===== config.mk =====
export PLATFORM = sky130hd
export DESIGN_NAME = dpr_ctrl
export DESIGN_NICKNAME = d
export VERILOG_FILES = /design/src/dpr_pkg.sv /design/src/dpr_ctrl.sv
export SDC_FILE = /design/constraint.sdc
export NUM_CORES = 1
export LEC_CHECK = 0
export ABC_AREA = 1
export BUFFER_PORTS_ARGS = -buffer_cell sky130_fd_sc_hd__buf_2
export CORE_AREA = 8 8 45 47
export CTS_CLUSTER_SIZE = 30
export DETAILED_ROUTE_END_ITERATION = 8
export DIE_AREA = 0 0 53 55
export PLACE_DENSITY = 0.3
export SYNTH_ARGS = -nofsm -noshare
export SYNTH_HDL_FRONTEND = slang
export SYNTH_SLANG_ARGS = --single-unit

===== constraint.sdc =====
create_clock -name clk_i -period 1 [get_ports clk_i]
set_clock_uncertainty 0.1 [all_clocks]
set_input_delay 0.25 -clock clk_i [delete_from_list [all_inputs] [get_ports clk_i]]
set_output_delay 0.25 -clock clk_i [all_outputs]
set_load 0.05 [all_outputs]

===== src/dpr_pkg.sv =====
// types, codes and constants shared by the delayed packet ring buffer
`default_nettype none

package dpr_pkg;

  // picoseconds in one second
  localparam logic [39:0] PS_PER_SEC = 40'd1000000000000;

  // width of the pending count reported with each result
  localparam int unsigned PEND_W = 7;

  // opcodes
  typedef enum logic {
    OP_PUSH = 1'b0,
    OP_POLL = 1'b1
  } opcode_e;

  // result status codes
  typedef enum logic [2:0] {
    ST_STORED    = 3'd0,
    ST_OVERWRITE = 3'd1,
    ST_DELIVERED = 3'd2,
    ST_EMPTY     = 3'd3,
    ST_DEFERRED  = 3'd4
  } status_e;

  // configuration register indexes
  typedef enum logic [1:0] {
    CFG_DELAY_SEC = 2'd0,
    CFG_DELAY_PS  = 2'd1,
    CFG_MAX_CAP   = 2'd2,
    CFG_UNUSED    = 2'd3
  } cfg_idx_e;

  // one input beat
  typedef struct packed {
    logic        opcode;
    logic [1:0]  source_stream;
    logic [15:0] capture_len;
    logic [15:0] wire_len;
    logic [31:0] stamp_seconds;
    logic [39:0] stamp_picoseconds;
    logic [31:0] payload_handle;
    logic [31:0] now_seconds;
    logic [39:0] now_picoseconds;
  } in_item_t;

  // one output beat
  typedef struct packed {
    logic [2:0]  status;
    logic [31:0] out_packet_id;
    logic [1:0]  out_stream;
    logic [15:0] out_capture_len;
    logic [15:0] out_wire_len;
    logic [31:0] out_seconds;
    logic [39:0] out_picoseconds;
    logic [31:0] out_handle;
    logic [6:0]  pending_count;
  } out_item_t;

  // one stored ring slot
  typedef struct packed {
    logic [31:0] seconds;
    logic [39:0] picoseconds;
    logic [15:0] capture_len;
    logic [15:0] wire_len;
    logic [31:0] handle;
    logic [31:0] seq_id;
    logic [1:0]  stream;
  } slot_t;

  // commands from controller to datapath
  typedef struct packed {
    logic take;    // latch the input beat and start the slot read
    logic commit;  // execute the latched item and load the output register
  } ctrl_cmd_t;

endpackage

`default_nettype wire


===== src/dpr_ctrl.sv =====
// controller: input acceptance, execute step and output beat handshake
`default_nettype none

module dpr_ctrl (
  input  wire logic              clk_i,
  input  wire logic              rst_ni,
  input  wire logic              in_valid_i,
  output logic                   in_stall_o,
  output logic                   out_valid_o,
  input  wire logic              out_stall_i,
  output dpr_pkg::ctrl_cmd_t     cmd_o
);

  typedef enum logic {
    S_IDLE,
    S_EXEC
  } state_e;

  state_e state_q, state_d;
  logic   stall_q, stall_d;
  logic   out_valid_q, out_valid_d;
  logic   take;
  logic   commit;

  // accept in idle, execute once the output register is free or draining
  assign take   = in_valid_i && !stall_q;
  assign commit = (state_q == S_EXEC) && (!out_valid_q || !out_stall_i);

  always_comb begin
    state_d     = state_q;
    stall_d     = stall_q;
    out_valid_d = out_valid_q;
    if (out_valid_q && !out_stall_i) begin
      out_valid_d = 1'b0;
    end
    case (state_q)
      S_IDLE: begin
        if (take) begin
          state_d = S_EXEC;
          stall_d = 1'b1;
        end
      end
      S_EXEC: begin
        if (commit) begin
          state_d     = S_IDLE;
          stall_d     = 1'b0;
          out_valid_d = 1'b1;
        end
      end
      default: begin
        state_d = S_IDLE;
        stall_d = 1'b0;
      end
    endcase
  end

  // state and registered handshake outputs
  always_ff @(posedge clk_i or negedge rst_ni) begin
    if (!rst_ni) begin
      state_q     <= S_IDLE;
      stall_q     <= 1'b0;
      out_valid_q <= 1'b0;
    end else begin
      state_q     <= state_d;
      stall_q     <= stall_d;
      out_valid_q <= out_valid_d;
    end
  end

  assign in_stall_o   = stall_q;
  assign out_valid_o  = out_valid_q;
  assign cmd_o.take   = take;
  assign cmd_o.commit = commit;

endmodule

`default_nettype wire


==> flow_summary.toml <==
[clock_network]
cts_root_buf = "clkbuf_4"
cts_tree = "done"
htreeDepth = 1
clk_pin_slew_ps = 30
numClockSinks = 3
clockBufferDepth = 2
worstSkewPairLatency_ps = 230
cts_buffers = 3

[place]
place.gp.congestion = 0.573
placed_area_um2 = 204
port_buffers = 7
dpl.hpwl_um = 292

[synthesis]
yosysSeqAreaShare_pct = 54.1
synth_cell_type_count = 6
synth_cells = 17
syn_area_um2 = 139
ys_warn_count = 0
synth-seq-cells = 3
synth.net_count = 21
syn_avg_cell_area_um2 = 8.17

[setup_path]
end_kind = "output pin"
critPathArrivalTime_ps = 940
path_max_fanout = 2
crit_start = "out_valid_o$_DFF_PN0_"
cp.required_ps = 650
start_kind = "flop"
worst-setup-path-type = "reg -> out"
worstReg2RegStart = "in_stall_o$_DFFE_PN0P_"

[final_layout]
fill_cells = 155
final-seq-area_um2 = 77.6
multi_input_area_um2 = 47.5
syn2layout_area_growth_pct = 109
antennaDiodeCount = 0
fin_area_um2 = 290
drive_gt1_share_pct = 64.5
final_cell_mix = "nand2_1, buf_4, clkbuf_4, buf_2"
final_net_count = 36
final_common_cell = "nand2_1"
fin_util_pct = 21.0

[route]
drt_first_iter_violations = 4
vias = 148
dr.pass1.iters = 2
vias_per_cell = 3.15
ant_nets = 0
wl_per_cell_um = 8.21
drcViolationCount = 0
wirelength_um = 386

[power]
clkPwrFrac_pct = 19.3
pwr-share-seq_pct = 21.8
combPwrFrac_pct = 58.9
vdd_drop_max_mv = 1.15
p_int_mw = 0.611
p_leak_nw = 0.154
powerDensity_nw_per_um2 = 3810
power_mw = 1.10
switchingPower_mw = 0.494
sw_frac_of_total_pct = 44.7

[die]
rows = 14
die_y_um = 55
core_area_um2 = 1380
initial_utilization_pct = 10.0
die_w_um = 53
top_level_ports = 8
die_area_um2 = 2920

[timing]
min_period_ps = 1290
max_freq_ghz = 0.773
fin_crit_sh_pct = 129
worst_slew_pin_slew_ps = 110
maxSlewViolCount = 0
rsz0062_at_grt = "true"
layout_setup_ws_ps = -294
setup_viol = 4
hold_violations = 0
maxSlewHeadroom_pct = 92.6
tns_ps = -1000

[status]
outcome = "finished with violations"
violations = "negative setup slack"

[global_route]
grt_overflow_total = 0
track_usage_pct = 3.83
grt_max_degree = 4
grt_pass1_wl_um = 703
antenna_found_initial = 0
grt_pass1_vias = 177

[min_path]
hold_path.class = "in -> reg"
hp-start = "out_stall_i"

[run]
maxCapViolations = 0
-- path summary, 6_finish.rpt --
path	endpoint	slack [ps]	cells past startpoint
setup / recovery	cmd_o[0]	-290	4
hold / removal	out_valid_o$_DFF_PN0_	170	3
setup reg to reg	in_stall_o$_DFFE_PN0P_	70	4
hold reg to reg	out_valid_o$_DFF_PN0_	400	2
max in group asynchronous	in_stall_o$_DFFE_PN0P_	440	2
min in group asynchronous	out_valid_o$_DFF_PN0_	240	2
-- cells by family after synthesis --
family,count (synthesis),share of synthesized area [%]
flops,3,54.1
buf+inv,5,18.9
simple gates,9,27.0
-- cell type report --
type | count | area share [%]
clock buffer | 4 | 9.05
inverter | 3 | 3.88
multi-input combinational | 9 | 16.4
sequential | 3 | 26.7
tap | 16 | 6.90
timing repair buffer | 12 | 37.1
-- through the flow --
stage	hold slack [ps]	worst slack (ps)	cells
2_1_floorplan	-146	-234	17
3_3_place_gp	-52.0	-177	41
3_5_place_dp	-45.5	-171	41
4_1_cts	162	-304	47
5_1_grt	174	-349	47
6_report	170	-294	47
-- cell usage after synthesis --
cell	count	area (um^2)
dfrtp_1	3	75.1
buf_4	2	15.0
inv_1	3	11.3
nor2_2	1	6.26
nand2_1	7	26.3
nand3_1	1	5.00
-- power by group through the flow --
stage	combinational (mW)	clock, mW	sequential (mW)
after floorplan	0.237	0	0.368
after global placement	0.485	0	0.219
after detailed placement	0.489	0	0.225
after CTS	0.647	0.223	0.242
after global routing	0.695	0.234	0.248
final	0.650	0.213	0.241
-- worst max-delay path: stages (launching register included) --
cell,delay (ps)
dfrtp_2,400
nand2_2,70
nand2_2,50
inv_2,50
buf_8,130
-- layer usage --
metal | vias up | GRT usage, % | part of all wire, %
met3 | 2 | 4.28 | 19
met1 | 61 | 3.35 | 41
met5 | - | 0 | 0
li1 | 75 | - | -
met2 | 10 | 3.91 | 34
met4 | 0 | 5.17 | 4.4
-- what timing repair did --
item	4_1_cts	5_1_grt
pin swaps	1	0
endpoints found under the setup margin	4	4
gates resized for setup	13	1
setup buffers	1	0
hold buffers	1	0
hold endpoints to repair	3	0
-- registers in the layout, summed over array words and instances, names as in the netlist --
name	cells
in_stall_o	1
out_valid_o	1
state_q	1
Note: power is estimated with default switching activity, not from simulation.
